[src/tls_sni_pkg.sv]
// package for the tls server name extractor
// types, codes and constants shared by the extractor; no dependencies
`default_nettype none

package tls_sni_pkg;

  // largest number of name bytes emitted per packet
  localparam int unsigned MAX_NAME_BYTES_DEF = 255;

  // record content types
  localparam logic [7:0] REC_TYPE_MIN      = 8'd20;
  localparam logic [7:0] REC_TYPE_MAX      = 8'd24;
  localparam logic [7:0] REC_TYPE_HANDSHK  = 8'd22;
  localparam logic [7:0] REC_TYPE_APPDATA  = 8'd23;
  localparam logic [7:0] TLS_MAJOR_MIN     = 8'h03;
  localparam logic [7:0] HS_CLIENT_HELLO   = 8'd1;

  // byte offsets inside the record header and hello prefix
  localparam int unsigned OFFSET_W         = 6;
  localparam logic [OFFSET_W-1:0] OFS_FIRST_HDR  = 6'd2;
  localparam logic [OFFSET_W-1:0] OFS_HS_TYPE    = 6'd5;
  localparam logic [OFFSET_W-1:0] OFS_PREFIX_END = 6'd42;

  // bytes between the server name extension type and the name length
  localparam logic [15:0] SNI_HDR_SKIP     = 16'd5;
  localparam logic [17:0] EXT_HDR_BYTES    = 18'd4;
  localparam logic [15:0] SEARCH_SAT       = 16'hFFFF;

  // result queue
  localparam int unsigned QUEUE_DEPTH      = 4;
  localparam int unsigned QPTR_W           = $clog2(QUEUE_DEPTH);
  localparam int unsigned QCNT_W           = $clog2(QUEUE_DEPTH + 1);

  typedef enum logic [3:0] {
    ST_FOUND         = 4'd0,
    ST_NOT_TLS       = 4'd1,
    ST_OLD_VERSION   = 4'd2,
    ST_APP_DATA      = 4'd3,
    ST_NOT_HANDSHAKE = 4'd4,
    ST_SHORT         = 4'd5,
    ST_NOT_HELLO     = 4'd6,
    ST_NO_EXT        = 4'd7,
    ST_NO_SNI        = 4'd8,
    ST_NAME_CUT      = 4'd9
  } status_e;

  typedef enum logic [4:0] {
    PH_TYPE      = 5'd0,
    PH_VER_HS    = 5'd1,
    PH_VER_OTHER = 5'd2,
    PH_HDR       = 5'd3,
    PH_SID_LEN   = 5'd4,
    PH_SID_SKIP  = 5'd5,
    PH_CS_HI     = 5'd6,
    PH_CS_LO     = 5'd7,
    PH_CS_SKIP   = 5'd8,
    PH_CM_LEN    = 5'd9,
    PH_CM_SKIP   = 5'd10,
    PH_EXT_HI    = 5'd11,
    PH_EXT_LO    = 5'd12,
    PH_ET_HI     = 5'd13,
    PH_ET_LO     = 5'd14,
    PH_EL_HI     = 5'd15,
    PH_EL_LO     = 5'd16,
    PH_EL_SKIP   = 5'd17,
    PH_SN_SKIP5  = 5'd18,
    PH_NL_HI     = 5'd19,
    PH_NL_LO     = 5'd20,
    PH_NAME      = 5'd21,
    PH_DONE      = 5'd22
  } phase_e;

  typedef enum logic {
    KIND_NAME   = 1'b0,
    KIND_STATUS = 1'b1
  } kind_e;

  typedef struct packed {
    logic [7:0] data_byte;
    logic       end_of_packet;
  } in_item_t;

  typedef struct packed {
    kind_e      item_kind;
    logic [7:0] name_byte;
    logic       name_final;
    status_e    status;
  } out_item_t;

endpackage

`default_nettype wire

[src/tls_sni_extractor_top.sv]
// top level of the tls server name extractor
// byte parser and result queue; depends on tls_sni_pkg
`default_nettype none

// tls server name extractor
//
// in channel: one tcp payload byte per item (in_item_i.data_byte), the last
// byte of a packet carries in_item_i.end_of_packet. the parser checks the
// record header and client hello, skips the fixed prefix, session id,
// cipher suites and compression methods, walks the extensions to the first
// server name extension and emits its name bytes, at most MAX_NAME_BYTES.
// out channel: name byte items (item_kind 0, name_final on the last one)
// and one status item (item_kind 1) per packet, after the packet's last byte.
//
// throughput: one input item per cycle while in_ready_o is high. each byte
// updates the parse state in the cycle it is accepted; its results (none,
// one or two) are registered in a four-entry result queue and leave it in
// order. the queue drains one item per cycle while out_ready_i is high, so
// a byte with two results (a name byte ending the packet) gives two items.
// in_ready_o is high while at least two queue entries are free, so the input
// side keeps flowing while a result waits; when the receiver stalls, results
// pile up and input stalls once three entries are taken, while bytes that
// give no result keep flowing until then.
// reset clears the parser to wait for a record type and empties the queue;
// after each end of packet the parser starts afresh on its own.
module tls_sni_extractor_top
  import tls_sni_pkg::*;
#(
  parameter int unsigned MAX_NAME_BYTES = MAX_NAME_BYTES_DEF
) (
  input  wire logic      clk_i,
  input  wire logic      rst_ni,
  input  wire logic      in_valid_i,
  output      logic      in_ready_o,
  input  wire in_item_t  in_item_i,
  output      logic      out_valid_o,
  input  wire logic      out_ready_i,
  output      out_item_t out_item_o
);

  localparam int unsigned NameW = $clog2(MAX_NAME_BYTES + 1);

  // parse state
  phase_e              phase_q, phase_d;
  logic [OFFSET_W-1:0] offset_q, offset_d;
  logic [15:0]         skip_q, skip_d;
  logic [7:0]          acc_q, acc_d;
  logic [15:0]         ext_total_q, ext_total_d;
  logic [15:0]         ext_search_q, ext_search_d;
  logic [NameW-1:0]    name_rem_q, name_rem_d;
  status_e             pkt_status_q, pkt_status_d;

  // result queue
  out_item_t           queue_q [QUEUE_DEPTH];
  logic [QPTR_W-1:0]   wr_ptr_q, wr_ptr_d;
  logic [QPTR_W-1:0]   rd_ptr_q, rd_ptr_d;
  logic [QCNT_W-1:0]   count_q, count_d;

  logic        in_fire;
  logic        out_fire;
  logic [7:0]  b;
  logic        eop;
  logic [15:0] word;
  logic [17:0] search_sum;
  logic [15:0] search_sat;
  logic        name_vld;
  logic        name_fin;
  status_e     end_status;
  out_item_t   name_item;
  out_item_t   status_item;
  logic [1:0]  push_n;

  assign in_ready_o  = (count_q <= QCNT_W'(QUEUE_DEPTH - 2));
  assign in_fire     = in_valid_i & in_ready_o;
  assign out_valid_o = (count_q != '0);
  assign out_fire    = out_valid_o & out_ready_i;
  assign out_item_o  = queue_q[rd_ptr_q];

  assign b    = in_item_i.data_byte;
  assign eop  = in_item_i.end_of_packet;
  assign word = {acc_q, b};

  // searched count grows by the extension length plus its 4 header bytes
  assign search_sum = {2'b00, ext_search_q} + {2'b00, word} + EXT_HDR_BYTES;
  assign search_sat = (search_sum[17:16] != 2'b00) ? SEARCH_SAT : search_sum[15:0];

  // parser: next state for the accepted byte
  always_comb begin
    phase_d      = phase_q;
    offset_d     = offset_q;
    skip_d       = skip_q;
    acc_d        = acc_q;
    ext_total_d  = ext_total_q;
    ext_search_d = ext_search_q;
    name_rem_d   = name_rem_q;
    pkt_status_d = pkt_status_q;
    name_vld     = 1'b0;
    name_fin     = 1'b0;
    end_status   = ST_SHORT;

    if (in_fire) begin
      case (phase_q)
        PH_TYPE: begin
          if (!(b inside {[REC_TYPE_MIN:REC_TYPE_MAX]})) begin
            pkt_status_d = ST_NOT_TLS;
            phase_d      = PH_DONE;
          end else if (b == REC_TYPE_HANDSHK) begin
            phase_d = PH_VER_HS;
          end else begin
            pkt_status_d = (b == REC_TYPE_APPDATA) ? ST_APP_DATA : ST_NOT_HANDSHAKE;
            phase_d      = PH_VER_OTHER;
          end
        end
        PH_VER_HS, PH_VER_OTHER: begin
          if (b < TLS_MAJOR_MIN) begin
            pkt_status_d = ST_OLD_VERSION;
            phase_d      = PH_DONE;
          end else if (phase_q == PH_VER_OTHER) begin
            phase_d = PH_DONE;
          end else begin
            offset_d = OFS_FIRST_HDR;
            phase_d  = PH_HDR;
          end
        end
        PH_HDR: begin
          if (offset_q == OFS_HS_TYPE && b != HS_CLIENT_HELLO) begin
            pkt_status_d = ST_NOT_HELLO;
            phase_d      = PH_DONE;
          end else begin
            if (offset_q >= OFS_PREFIX_END) begin
              phase_d = PH_SID_LEN;
            end
            offset_d = offset_q + OFFSET_W'(1);
          end
        end
        PH_SID_LEN: begin
          skip_d  = {8'd0, b};
          phase_d = (b == 8'd0) ? PH_CS_HI : PH_SID_SKIP;
        end
        PH_CS_HI: begin
          acc_d   = b;
          phase_d = PH_CS_LO;
        end
        PH_EXT_HI: begin
          acc_d   = b;
          phase_d = PH_EXT_LO;
        end
        PH_ET_HI: begin
          acc_d   = b;
          phase_d = PH_ET_LO;
        end
        PH_EL_HI: begin
          acc_d   = b;
          phase_d = PH_EL_LO;
        end
        PH_NL_HI: begin
          acc_d   = b;
          phase_d = PH_NL_LO;
        end
        PH_CS_LO: begin
          skip_d  = word;
          phase_d = (word == 16'd0) ? PH_CM_LEN : PH_CS_SKIP;
        end
        PH_CM_LEN: begin
          skip_d  = {8'd0, b};
          phase_d = (b == 8'd0) ? PH_EXT_HI : PH_CM_SKIP;
        end
        PH_SID_SKIP, PH_CS_SKIP, PH_CM_SKIP, PH_EL_SKIP, PH_SN_SKIP5: begin
          skip_d = skip_q - 16'd1;
          if (skip_q == 16'd1) begin
            case (phase_q)
              PH_SID_SKIP: phase_d = PH_CS_HI;
              PH_CS_SKIP:  phase_d = PH_CM_LEN;
              PH_CM_SKIP:  phase_d = PH_EXT_HI;
              PH_EL_SKIP: begin
                if (ext_search_q < ext_total_q) begin
                  phase_d = PH_ET_HI;
                end else begin
                  pkt_status_d = ST_NO_SNI;
                  phase_d      = PH_DONE;
                end
              end
              default:     phase_d = PH_NL_HI;
            endcase
          end
        end
        PH_EXT_LO: begin
          ext_total_d  = word;
          ext_search_d = 16'd0;
          if (word == 16'd0) begin
            pkt_status_d = ST_NO_EXT;
            phase_d      = PH_DONE;
          end else begin
            phase_d = PH_ET_HI;
          end
        end
        PH_ET_LO: begin
          if (word == 16'd0) begin
            skip_d  = SNI_HDR_SKIP;
            phase_d = PH_SN_SKIP5;
          end else begin
            phase_d = PH_EL_HI;
          end
        end
        PH_EL_LO: begin
          ext_search_d = search_sat;
          skip_d       = word;
          if (word != 16'd0) begin
            phase_d = PH_EL_SKIP;
          end else if (search_sat < ext_total_q) begin
            phase_d = PH_ET_HI;
          end else begin
            pkt_status_d = ST_NO_SNI;
            phase_d      = PH_DONE;
          end
        end
        PH_NL_LO: begin
          if (word == 16'd0) begin
            pkt_status_d = ST_NO_SNI;
            phase_d      = PH_DONE;
          end else if (word > 16'(MAX_NAME_BYTES)) begin
            name_rem_d   = NameW'(MAX_NAME_BYTES);
            pkt_status_d = ST_NAME_CUT;
            phase_d      = PH_NAME;
          end else begin
            name_rem_d   = word[NameW-1:0];
            pkt_status_d = ST_FOUND;
            phase_d      = PH_NAME;
          end
        end
        PH_NAME: begin
          name_rem_d = name_rem_q - NameW'(1);
          name_vld   = 1'b1;
          name_fin   = (name_rem_q == NameW'(1)) | eop;
          if (name_rem_q == NameW'(1)) begin
            phase_d = PH_DONE;
          end
        end
        default: begin
        end
      endcase

      // end of packet: status from the updated phase, then start afresh
      if (eop) begin
        if (phase_d == PH_DONE) begin
          end_status = pkt_status_d;
        end else if (phase_d inside {[PH_ET_HI:PH_EL_SKIP]}) begin
          end_status = ST_NO_SNI;
        end else if (phase_d inside {[PH_SN_SKIP5:PH_NAME]}) begin
          end_status = ST_NAME_CUT;
        end else begin
          end_status = ST_SHORT;
        end
        phase_d      = PH_TYPE;
        offset_d     = '0;
        skip_d       = '0;
        acc_d        = '0;
        ext_total_d  = '0;
        ext_search_d = '0;
        name_rem_d   = '0;
        pkt_status_d = ST_FOUND;
      end
    end
  end

  always_comb begin
    name_item.item_kind    = KIND_NAME;
    name_item.name_byte    = b;
    name_item.name_final   = name_fin;
    name_item.status       = ST_FOUND;
    status_item.item_kind  = KIND_STATUS;
    status_item.name_byte  = 8'd0;
    status_item.name_final = 1'b0;
    status_item.status     = end_status;
  end

  // queue pointers and fill count
  always_comb begin
    push_n   = {1'b0, name_vld} + {1'b0, in_fire & eop};
    wr_ptr_d = wr_ptr_q + QPTR_W'(push_n);
    rd_ptr_d = rd_ptr_q + QPTR_W'(out_fire);
    count_d  = count_q + QCNT_W'(push_n) - QCNT_W'(out_fire);
  end

  always_ff @(posedge clk_i or negedge rst_ni) begin
    if (!rst_ni) begin
      phase_q      <= PH_TYPE;
      offset_q     <= '0;
      skip_q       <= '0;
      acc_q        <= '0;
      ext_total_q  <= '0;
      ext_search_q <= '0;
      name_rem_q   <= '0;
      pkt_status_q <= ST_FOUND;
      wr_ptr_q     <= '0;
      rd_ptr_q     <= '0;
      count_q      <= '0;
    end else begin
      phase_q      <= phase_d;
      offset_q     <= offset_d;
      skip_q       <= skip_d;
      acc_q        <= acc_d;
      ext_total_q  <= ext_total_d;
      ext_search_q <= ext_search_d;
      name_rem_q   <= name_rem_d;
      pkt_status_q <= pkt_status_d;
      wr_ptr_q     <= wr_ptr_d;
      rd_ptr_q     <= rd_ptr_d;
      count_q      <= count_d;
    end
  end

  // queue storage: name byte first, status behind it
  always_ff @(posedge clk_i) begin
    if (name_vld) begin
      queue_q[wr_ptr_q] <= name_item;
      if (eop) begin
        queue_q[wr_ptr_q + QPTR_W'(1)] <= status_item;
      end
    end else if (in_fire && eop) begin
      queue_q[wr_ptr_q] <= status_item;
    end
  end

endmodule

`default_nettype wire

[config.mk]
export PLATFORM = sky130hd
export DESIGN_NAME = tls_sni_extractor_top
export DESIGN_NICKNAME = d
export VERILOG_FILES = /design/src/tls_sni_pkg.sv /design/src/tls_sni_extractor_top.sv
export SDC_FILE = /design/constraint.sdc
export NUM_CORES = 1
export LEC_CHECK = 0
export BUFFER_PORTS_ARGS = -buffer_cell sky130_fd_sc_hd__buf_4
export CAP_MARGIN = 20
export CORE_MARGIN = 5
export CORE_UTILIZATION = 45
export DETAILED_ROUTE_END_ITERATION = 8
export PLACE_DENSITY = 0.61
export SYNTH_ARGS = -nofsm -noshare
export SYNTH_HDL_FRONTEND = slang
export SYNTH_SLANG_ARGS = --single-unit
[constraint.sdc]
create_clock -name clk_i -period 15.6 [get_ports clk_i]
set_clock_uncertainty 0.05 [all_clocks]
set_input_delay 4.68 -clock clk_i [delete_from_list [all_inputs] [get_ports clk_i]]
set_output_delay 4.68 -clock clk_i [all_outputs]
set_load 0.02 [all_outputs]
==> results of run 1 <==
==> sequential cells by signal, indices dropped and copies added (netlist names) <==
name,count
name_rem_q,8
acc_q,8
pkt_status_q,4
offset_q,6
ext_search_q,16
queue_q,56
skip_q,16
rd_ptr_q,2
wr_ptr_q,2
ext_total_q,16
count_q,3
phase_q,5
==> worst min-delay path, cell delays in order, from the launching register on <==
cell and delay, ns:
dfxtp_1 0.31, nand2_1 0.05, nand2_1 0.04
==> power breakdown <==
part / internal, W / switching [W] / total [W]
clock: 0.000222 / 0.000191 / 0.000413
sequential: 0.000479 / 0.000144 / 0.000623
combinational: 0.000461 / 0.000624 / 0.00109
==> kinds of logic after synthesis <==
family	count (synthesis)
AOI/OAI and AO/OA	358
and+or+nand+nor	327
xor gates and xnor gates	24
adders and majority gates	78
DFF	142
buffers and inverters	100
muxes	18
==> final cells by class <==
cell class | count | area [um^2]
inverter | 55 | 206.4
sequential | 142 | 3433
fill | 2029 | 10340
tap | 275 | 344.1
clock buffer | 18 | 450.4
timing repair buffer | 42 | 315.3
multi-input combinational | 805 | 5732
clock inverter | 14 | 137.6
==> stage by stage <==
stage | hold slack, ns | worst slack (ns) | instances
after global placement | 0.3859 | 5.061 | 1319
final | 0.4005 | 5.233 | 1351
after floorplan | 0.3677 | 5.599 | 1047
after CTS | 0.3944 | 5.291 | 1351
after global routing | 0.4053 | 4.905 | 1351
after detailed placement | 0.3842 | 4.872 | 1319
==> routing by layer <==
metal,global-route usage,vias up,wire (um)
met2,0.3555,377,12750
li1,-,4037,-
met3,0.05326,54,2410
met4,0.06920,0,613
met5,0,-,0
met1,0.3639,4243,13640
==> how the worst max path moves through the flow <==
| stage | startpoint | to | slack (ns) | cells past startpoint |
|---|---|---|---|---|
| after floorplan | in_item_i[2] | queue_q[0][0] | 5.60 | 19 |
| after global placement | in_item_i[2] | queue_q[0][0] | 5.06 | 21 |
| after detailed placement | in_item_i[2] | queue_q[2][0] | 4.87 | 21 |
| after CTS | in_item_i[2] | queue_q[0][0] | 5.29 | 21 |
| after global routing | in_item_i[2] | queue_q[3][0] | 4.91 | 21 |
| final | in_item_i[2] | queue_q[2][0] | 5.23 | 21 |
==> cells in the final DEF, fill, tap and decap left out, types with 9 or more instances in the layout <==
| cell | instances |
|---|---|
| a211oi_1 | 14 |
| a21o_1 | 16 |
| a21oi_1 | 64 |
| a22o_1 | 44 |
| a22oi_1 | 9 |
| a31oi_1 | 14 |
| a32o_1 | 26 |
| and3_1 | 13 |
| buf_4 | 42 |
| clkbuf_16 | 18 |
| dfrtp_1 | 86 |
| dfxtp_1 | 40 |
| edfxtp_1 | 16 |
| ha_1 | 76 |
| inv_1 | 55 |
| mux4_2 | 14 |
| nand2_1 | 83 |
| nand2b_1 | 20 |
| nand3_1 | 24 |
| nand4_1 | 12 |
| nor2_1 | 66 |
| nor2b_1 | 19 |
| nor3_1 | 34 |
| nor4_1 | 16 |
| o211ai_1 | 9 |
| o21ai_0 | 77 |
| o22ai_1 | 15 |
| o31ai_1 | 9 |
| xnor2_1 | 17 |
==> summary.md, run 1 <==
| Metric | Value |
|---|---|
| Worst-Margin Slew | 0.9713 ns |
| Max stage delay on crit path | around 0.80 ns |
| Largest net degree at the start of global routing | 49 |
| Startpoint Class | input port |
| Most area-hungry cell type in the Yosys netlist | dfrtp_1 |
| Ports | 29 |
| Clock latency on the worst-skew pair | 0.44 ns |
| Status | finished clean |
| CP Max Fanout | 16 |
| Die ar. | 0.02421 mm^2 |
| Fraction of layout cells with a size suffix above 1 | 0.1032 |
| Initial antenna violation count | 0 |
| Ant diodes | 0 |
| Antenna-violating nets left | 0 |
| Start of the worst register-to-register path | ext_search_q[1] |
| Total grt overflow | 0 |
| Mux cell area share after synthesis | 0.03778 |
| Cell family with most CP delay | compound AO/OA/AOI/OAI gates |
| Setup_tns | 0 ns |
| Async SR Flop Fraction | 0.6056 |
| Max cap viols | 0 |
| Achievable Freq | 0.09646 GHz |
| Deepest clock path buffer count | 2 |
| Vias/cell | about 6.4 |
| Fin crit period | slightly above 10 ns |
| H-Tree Depth | 4 |
| Bufs and invs on worst path | 2 |
| Sinks on the clock net | 142 |
| Hold_buf cts | 0 |
| Most used cell along the critical path | ha_1 |
| Compound-Gate Fraction of Synth Area | 0.2614 |
| Most frequent cell after synthesis | dfrtp_1 |
| Cells after Synth | 1047 |
| Post-Syn Nets | 1138 |
| Hold Fails Final Rpt | 0 |
| XOR/XNOR share of the synthesized area | 0.02204 |
| Rel. slew slack | 0.3525 |
| Clk slew on worst S/H paths | 0.07 ns |
| EDFF count, synth | 16 |
| Tcrit/Tclk final | 0.6645 |
| WP data required | approximately 16 ns |
| Worst-path cell chain | buf_4, ha_1, ha_1, fa_1, a211o_1, a211oi_1, o211a_1, nor4_1, nor3_1, buf_4, nand2b_1, ha_1, a21o_1, a21o_1, a2111oi_0, nand4_1, nor3_1, o21ai_2, a2111o_1, a21oi_2, nor4_1 |
| Area contributors post-synth | dfrtp_1 23%, ha_1 10%, dfxtp_1 8.4% |
| Die width | roughly 160 um |
| Vias in the first global route | between 8000 and 9000 |
| Synth warnings | 0 |
| CTS buffer count | 17 |
| GR Util All Layers | 0.2435 |
| Combinational family with the most area after synthesis | compound AO/OA/AOI/OAI gates |
| Gp weighted congestion | 1.013 |
| Register area share after synthesis | 0.3600 |
| Area of the core | 0.02096 mm^2 |
| # rows | 53 |
| Top FF cell, synth | dfrtp_1 |
| Critical path arrival | approximately 10 ns |
| R2R cell count | 20 |
| Fin. max-slew vios | 0 |
| Root buf cell | clkbuf_16 |
| Post-CTS Setup Bufs | 0 |
| Drt pass-1 iters | 5 |
| Wire per inst | 21.77 um |
| PD cells | 199.8 mW/mm^2 |
| Fin nets | 1154 |
| Pwr Total | 0.002122 W |
| Total Wirelength | 29410 um |
| Seq cells post-synth | 142 |
| Post-route DRC | 0 |
| CP Capture Type | flip-flop |
| WHS Path Cells | 2 |
| Reg2Reg Setup Slack | 9.23 ns |
| Worst path slowest cell | a2111oi_0 |
| Synth top area share | 0.2256 |
| Die Ht | around 160 um |
| Hold WC Path Type | flip-flop to flip-flop |
| Initial Util | 0.4552 |
| Commonest cells in the synthesized netlist | 86 x dfrtp_1, 83 x nand2_1, 77 x o21ai_0 |
| Reg-to-Reg End | queue_q[2][0] |
| Simple-gate area share of the yosys netlist | 0.1753 |
| CTS tree | built |
| First-pass GRT wire length | 46510 um |
| Post-Syn Area per Cell | roughly 9.1 um^2 |
| Core Util, Final | 0.5067 |
| Post-cts resize count | 0 |
| P_leak | 4.548 nW |
| Area growth from synthesis to layout | 11.33% |
| Worst Hold Path EP | queue_q[3][13] |
| Routed vias | 8711 |
| Post-Synth Adder-Cell Area | 0.1039 |
| Initial DRC count | around 990 |
| Final Setup Violations | 0 |
| RSZ-0062 raised after global routing | false |
| Mapped cell area | approximately 0.0095 mm^2 |
| Peak VDD IR | 0.1075 mV |
| Worst hold start | queue_q[3][13] |
| Post-placement cell area | 0.01003 mm^2 |
| Final instance area | 0.01062 mm^2 |
| Crit Path Category | input port to flip-flop |
| Yosys cell types | 73 |
| Port buffer count | 28 |
| Detailed Place HPWL | 21070 um |
No activity file was read; power rests on OpenSTA's default activity.
==> run 2: changes to the inputs <==
--- a/config.mk
+++ b/config.mk
@@ -5,6 +5,7 @@
 export SDC_FILE = /design/constraint.sdc
 export NUM_CORES = 1
 export LEC_CHECK = 0
+export ABC_AREA = 1
 export BUFFER_PORTS_ARGS = -buffer_cell sky130_fd_sc_hd__buf_4
 export CAP_MARGIN = 20
 export CORE_MARGIN = 5
==> constraint.sdc (replaced) <==
create_clock -name clk_i -period 10.8 [get_ports clk_i]
set_clock_uncertainty 0.05 [all_clocks]
set_input_delay 3.24 -clock clk_i [delete_from_list [all_inputs] [get_ports clk_i]]
set_output_delay 3.24 -clock clk_i [all_outputs]
set_load 0.02 [all_outputs]
==> run 2 against run 1 <==
Compared with the run above: global-route usage down 1.1 points; non-clock buffer count down 7; core utilization down 0.11 points; hold slack better by 0.0027 ns; clock power up 46%; critical path type unchanged; largest cell class unchanged.
==> summary.md, run 2 <==
| Metric | Value |
|---|---|
| Yosys cell types | 55 (was 73) |
| Mapped cell area | 0.009525 mm^2 (was 0.009538 mm^2) |
| Most flop-heavy register | queue_q (unchanged) |
| Post-Syn Area per Cell | 7.378 um^2 (was 9.110 um^2) |
| Post-placement cell area | 0.01001 mm^2 (was 0.01003 mm^2) |
| Setup_tns | 0 ns (unchanged) |
| Cells after Synth | 1291 (was 1047) |
| Area contributors post-synth | dfrtp_1 23%, ha_1 10%, nand2_1 9.4% (was dfrtp_1 23%, ha_1 10%, dfxtp_1 8.4%) |
| # rows | 53 (unchanged) |
| Area growth from synthesis to layout | 11.23% (was 11.33%) |
| Drt pass-1 iters | 5 (unchanged) |
| Peak VDD IR | 0.1275 mV (was 0.1075 mV) |
| Fin crit period | 7.538 ns |
| Synth top area share | 0.2259 (was 0.2256) |
| Register area share after synthesis | 0.3604 (was 0.3600) |
| Initial Util | 0.4546 (was 0.4552) |
| Commonest cells in the synthesized netlist | 238 x nand2_1, 196 x inv_1, 115 x nor2_1 (was 86 x dfrtp_1, 83 x nand2_1, 77 x o21ai_0) |
| Critical path arrival | 7.65 ns (was 10.47 ns) |
| Cell Count, Final, Fillers Out | 1602 (was 1351) |
| Levels on crit path | 31 (was 21) |
| Wire per inst | 17.18 um (was 21.77 um) |
| Sinks on the clock net | 142 (unchanged) |
| Initial DRC count | 686 (was 992) |
| Post-CTS Setup Bufs | 0 (unchanged) |
| Achievable Freq | 0.1327 GHz |
| Clk slew on worst S/H paths | 0.07 ns (about the same) |
| CP Capture Type | flip-flop (unchanged) |
| Post-route DRC | 0 (unchanged) |
| CP Max Fanout | 10 (was 16) |
| Crit Path Category | input port to flip-flop (unchanged) |
| Detailed Place HPWL | 20560 um (was 21070 um) |
| GR Util All Layers | 0.2322 (was 0.2435) |
| Most frequent cell after synthesis | nand2_1 (was dfrtp_1) |
| Hold_ws | 0.4032 ns (was 0.4005 ns) |
| Die Ht | 155.5 um (was 155.6 um) |
| Tcrit/Tclk final | 0.6980 |
| WHS Path Cells | 2 (unchanged) |
| Area of the core | 0.02096 mm^2 (unchanged) |
| PD cells | 325.1 mW/mm^2 (was 199.8 mW/mm^2) |
| H-Tree Depth | 4 (unchanged) |
| CTS buffer count | 17 (unchanged) |
| Largest net degree at the start of global routing | 55 (was 49) |
| Clock latency on the worst-skew pair | 0.44 ns (about the same) |
| Seq cells post-synth | 142 (unchanged) |
| Worst path slowest cell | fa_1 (was a2111oi_0) |
| Initial antenna violation count | 0 (unchanged) |
| Total grt overflow | 0 (unchanged) |
| Ports | 29 (unchanged) |
| Routed vias | 8865 (was 8711) |
| WP data required | 10.91 ns (was 15.71 ns) |
| Deepest clock path buffer count | 2 (unchanged) |
| Die width | 155.5 um (was 155.6 um) |
| Post-cts resize count | 0 (unchanged) |
| Hold WC Path Type | flip-flop to flip-flop (unchanged) |
| Die ar. | 0.02418 mm^2 (was 0.02421 mm^2) |
| Number of flip-flops under the largest register name | 56 (unchanged) |
| Startpoint Class | input port (unchanged) |
| Fin. max-slew vios | 0 (unchanged) |
| Total Wirelength | 27530 um (was 29410 um) |
| Hold Fails Final Rpt | 0 (unchanged) |
| Most area-hungry cell type in the Yosys netlist | dfrtp_1 (unchanged) |
| Root buf cell | clkbuf_16 (unchanged) |
| Ant diodes | 0 (unchanged) |
| P_leak | 4.967 nW (was 4.548 nW) |
| Most used cell along the critical path | nand2_1 (was ha_1) |
| Vias in the first global route | 8559 (was 8134) |
| Final instance area | 0.01060 mm^2 (was 0.01062 mm^2) |
| EDFF count, synth | 16 (unchanged) |
| Cell family with most CP delay | simple AND/OR/NAND/NOR gates (was compound AO/OA/AOI/OAI gates) |
| Max stage delay on crit path | 0.39 ns (was 0.80 ns) |
| Most common cell after layout, fill and taps aside | nand2_1 (was dfrtp_1) |
| Worst-Margin Slew | 1.065 ns (was 0.9713 ns) |
| Final Setup Violations | 0 (unchanged) |
| Bufs and invs on worst path | 4 (was 2) |
| Fraction of layout cells with a size suffix above 1 | 0.09344 (was 0.1032) |
| R2R cell count | 30 (was 20) |
| Post-Syn Nets | 1382 (was 1138) |
| Rel. slew slack | 0.2873 (was 0.3525) |
| CTS tree | built (unchanged) |
| Antenna-violating nets left | 0 (unchanged) |
| Placed instance count | 1570 (was 1319) |
| Max cap viols | 0 (unchanged) |
| Port buffer count | 28 (unchanged) |
| Async SR Flop Fraction | 0.6056 (unchanged) |
| Most frequent cells in the layout | 238 x nand2_1, 196 x inv_1, 115 x nor2_1 (was 86 x dfrtp_1, 83 x nand2_1, 77 x o21ai_0) |
| Status | finished clean (unchanged) |
| Fin nets | 1405 (was 1154) |
| Top FF cell, synth | dfrtp_1 (unchanged) |
| Hold_buf cts | 0 (unchanged) |
| Vias/cell | 5.534 (was 6.448) |
| Gp weighted congestion | 0.9658 (was 1.013) |
| First-pass GRT wire length | 45060 um (was 46510 um) |
| RSZ-0062 raised after global routing | false (unchanged) |
| Synth warnings | 0 (unchanged) |
## run 2: cell count changes in the layout (fill, tap and decap cells not counted), sizes merged, moves of 16 or more
cell and change:
nor2b -19, nand2 +161, nand3 +40, inv +156
nand2b -20, a32o -26, a21oi +29, o22ai +53
o21ai +27, a22o -44, a21o -16, nor2 +64
## run 2: cells by family (layout without fill, tap and decap cells)
kind of cell	after synthesis	count (layout)	synth area share
fa+ha+maj	78	78	0.1040
simple gates	498	498	0.2354
compound gates	316	316	0.1920
flops	142	142	0.3604
xor+xnor	11	11	0.01012
buf+inv	246	282	0.09799
## run 2: power by group
part           switching, W  internal [W]  total [W]
sequential         0.000148      0.000712   0.000860
combinational       0.00128      0.000703    0.00198
clock              0.000272      0.000329   0.000601
total               0.00170       0.00174    0.00344
## run 2: worst paths after layout
path | slack, ns | startpoint | endpoint
setup / recovery | 3.26 | in_item_i[2] | queue_q[0][0]
hold / removal | 0.40 | queue_q[1][13] | queue_q[1][13]
setup reg to reg | 5.83 | ext_search_q[1] | queue_q[0][0]
hold reg to reg | 0.40 | queue_q[1][13] | queue_q[1][13]
max in group asynchronous | 6.97 | rst_ni | phase_q[2]
min in group asynchronous | 2.80 | rst_ni | ext_search_q[15]
## run 2: worst min-delay path, delay by kind of cell, from the launching register on
kind	cells	cell delay, ns
flip-flops	1	0.31
AND/OR/NAND/NOR	2	0.10
## run 2: per-layer routing
metal / wire, um / vias up / part of all wire / global-route usage
met5: 0 / - / 0 / 0
met4: 754 / 0 / 0.027 / 0.07795
met3: 1360 / 53 / 0.049 / 0.02726
met2: 12490 / 250 / 0.45 / 0.3769
met1: 12920 / 4153 / 0.47 / 0.3228
li1: - / 4409 / - / -
## run 2: final cells by class
cell class / count / area (um^2)
Clock buffer: 17 / 425.4
Clock inverter: 15 / 161.4
Fill cell: 2124 / 10360
Inverter: 215 / 809.5
Multi-Input combinational cell: 903 / 5159
Sequential cell: 142 / 3433
Tap cell: 275 / 344.1
Timing Repair Buffer: 35 / 262.8
## run 2: per-stage QoR
step | power, W | worst slack, ns | util
after floorplan | 0.002295 | 3.758 | -
after global placement | 0.002820 | 2.924 | 0.4776
after detailed placement | 0.002834 | 2.815 | 0.4776
after CTS | 0.003443 | 3.263 | 0.5056
after global routing | 0.003771 | 2.683 | 0.5056
final | 0.003444 | 3.262 | 0.5056
==> run 3: changes to the inputs <==
==> constraint.sdc (replaced) <==
create_clock -name clk_i -period 7.35 [get_ports clk_i]
set_clock_uncertainty 0.05 [all_clocks]
set_input_delay 2.205 -clock clk_i [delete_from_list [all_inputs] [get_ports clk_i]]
set_output_delay 2.205 -clock clk_i [all_outputs]
set_load 0.02 [all_outputs]
==> run 3 against run 2 <==
Compared with the run above: global-route usage increased by 0.22 points; power increased by 47%; sequential share of layout area about the same; largest cell class unchanged.
==> summary.md, run 3 (same netlist as run 2, synthesis figures left out) <==
| Metric | Value |
|---|---|
| Hold_buf cts | 0 (unchanged) |
| Area growth from synthesis to layout | 11.39% (was 11.23%) |
| CTS buffer count | 17 (unchanged) |
| RSZ-0062 raised after global routing | false (unchanged) |
| Worst-Margin Slew | 0.9462 ns (was 1.065 ns) |
| Max cap viols | 0 (unchanged) |
| Initial DRC count | 613 (was 686) |
| Post-CTS Setup Bufs | 0 (unchanged) |
| Die width | 155.5 um (unchanged) |
| Total grt overflow | 0 (unchanged) |
| Setup_tns | 0 ns (unchanged) |
| Total Wirelength | 27860 um (was 27530 um) |
| Routed vias | 8787 (was 8865) |
| Tcrit/Tclk final | 0.9002 |
| Post-route DRC | 0 (unchanged) |
| # rows | 53 (unchanged) |
| Detailed Place HPWL | 20790 um (was 20560 um) |
| P_leak | 4.964 nW (was 4.967 nW) |
| Status | finished clean (unchanged) |
| Ant diodes | 0 (unchanged) |
| WP data required | 7.45 ns (was 10.91 ns) |
| Port buffer count | 28 (unchanged) |
| Most used cell along the critical path | nand2_1 (unchanged) |
| Clk slew on worst S/H paths | 0.06 ns (was 0.07 ns) |
| Ports | 29 (unchanged) |
| Root buf cell | clkbuf_16 (unchanged) |
| Vias/cell | 5.478 (was 5.534) |
| # fillers | 2085 (was 2124) |
| Largest net degree at the start of global routing | 56 (was 55) |
| Deepest clock path buffer count | 2 (unchanged) |
| Achievable Freq | 0.1511 GHz |
| Drt pass-1 iters | 5 (unchanged) |
| Startpoint Class | input port (unchanged) |
| Hold WC Path Type | flip-flop to flip-flop (unchanged) |
| CTS tree | built (unchanged) |
| Wire per inst | 17.37 um (was 17.18 um) |
| CP Capture Type | flip-flop (unchanged) |
| Fin nets | 1407 (was 1405) |
| Pwr Total | 0.005060 W (was 0.003444 W) |
| Final Setup Violations | 0 (unchanged) |
| Gp weighted congestion | 0.9748 (was 0.9658) |
| First-pass GRT wire length | 45280 um (was 45060 um) |
| Initial Util | 0.4546 (unchanged) |
| Critical path arrival | 6.72 ns (was 7.65 ns) |
| Most flop-heavy register | queue_q (unchanged) |
| Post-cts resize count | 0 (unchanged) |
| Most frequent cells in the layout | 238 x nand2_1, 196 x inv_1, 115 x nor2_1 (unchanged) |
| Die Ht | 155.5 um (unchanged) |
| Number of flip-flops under the largest register name | 56 (unchanged) |
| GR Util All Layers | 0.2344 (was 0.2322) |
| Clock latency on the worst-skew pair | 0.43 ns (was 0.44 ns) |
| Die ar. | 0.02418 mm^2 (unchanged) |
| H-Tree Depth | 4 (unchanged) |
| Rel. slew slack | 0.3653 (was 0.2873) |
| Sinks on the clock net | 142 (unchanged) |
| Fin. max-slew vios | 0 (unchanged) |
| Max stage delay on crit path | 0.38 ns (was 0.39 ns) |
| PD cells | 476.9 mW/mm^2 (was 325.1 mW/mm^2) |
| Fin crit period | 6.617 ns |
| Peak VDD IR | 0.1994 mV (was 0.1275 mV) |
| Most common cell after layout, fill and taps aside | nand2_1 (unchanged) |
| Fraction of layout cells with a size suffix above 1 | 0.09406 (was 0.09344) |
| Area of the core | 0.02096 mm^2 (unchanged) |
| Vias in the first global route | 8447 (was 8559) |
| Worst path slowest cell | fa_1 (unchanged) |
| CP Max Fanout | 10 (unchanged) |
| Antenna-violating nets left | 0 (unchanged) |
| Initial antenna violation count | 0 (unchanged) |
| Hold Fails Final Rpt | 0 (unchanged) |
| Crit Path Category | input port to flip-flop (unchanged) |
## run 3: cell type report
cell class,count,area (um^2),area share
clock buffers,19,454.2,0.04281
flip-flops and latches,142,3433,0.3236
well taps,275,344.1,0.03243
multi-input cells,903,5159,0.4862
repair buffers,37,281.5,0.02653
clock inverters,13,128.9,0.01215
inverters,215,809.5,0.07630
## run 3: worst paths after layout
path	startpoint	end	slack, ns	depth (start not counted)
worst max-delay path	in_item_i[2]	queue_q[0][0]	0.73	31
worst min register to register	queue_q[2][13]	queue_q[2][13]	0.41	2
min in group asynchronous	rst_ni	ext_search_q[15]	1.79	1
worst min-delay path	queue_q[2][13]	queue_q[2][13]	0.41	2
max in group asynchronous	rst_ni	name_rem_q[2]	4.54	2
worst max register to register	ext_search_q[1]	queue_q[0][0]	2.28	30
## run 3: metrics by stage
stage          hold WS [ns]  std cells  setup slack [ns]  cell area, um^2    util
6_report             0.4057       1604            0.7334            10610  0.5063
5_1_grt              0.4377       1604            0.2090            10610  0.5063
4_1_cts              0.4003       1603            0.7546            10600  0.5058
3_5_place_dp         0.3859       1571            0.3127            10020  0.4780
3_3_place_gp         0.3832       1571            0.4778            10020  0.4780
2_1_floorplan        0.3719       1291             1.343             9525       -
## run 3: per-layer routing
| metal | GRT usage | routed length, um | vias up | part of all wire |
|---|---|---|---|---|
| li1 | - | - | 4397 | - |
| met1 | 0.3349 | 13210 | 4126 | 0.47 |
| met2 | 0.3742 | 12680 | 227 | 0.46 |
| met3 | 0.02754 | 1399 | 37 | 0.050 |
| met4 | 0.06961 | 566 | 0 | 0.020 |
| met5 | 0 | 0 | - | 0 |
## run 3: critical path: cells and delay by family
kind                       cells  cell delay (ns)
and+or+nand+nor               18             1.87
adders and majority gates      4             1.23
AOI/OAI and AO/OA              5             0.89
buffers and inverters          4             0.52
## run 3: where the power goes
group	internal (W)	switching, W	total [W]
registers	0.00105	0.000220	0.00127
clock network	0.000493	0.000377	0.000871
logic	0.00103	0.00189	0.00292
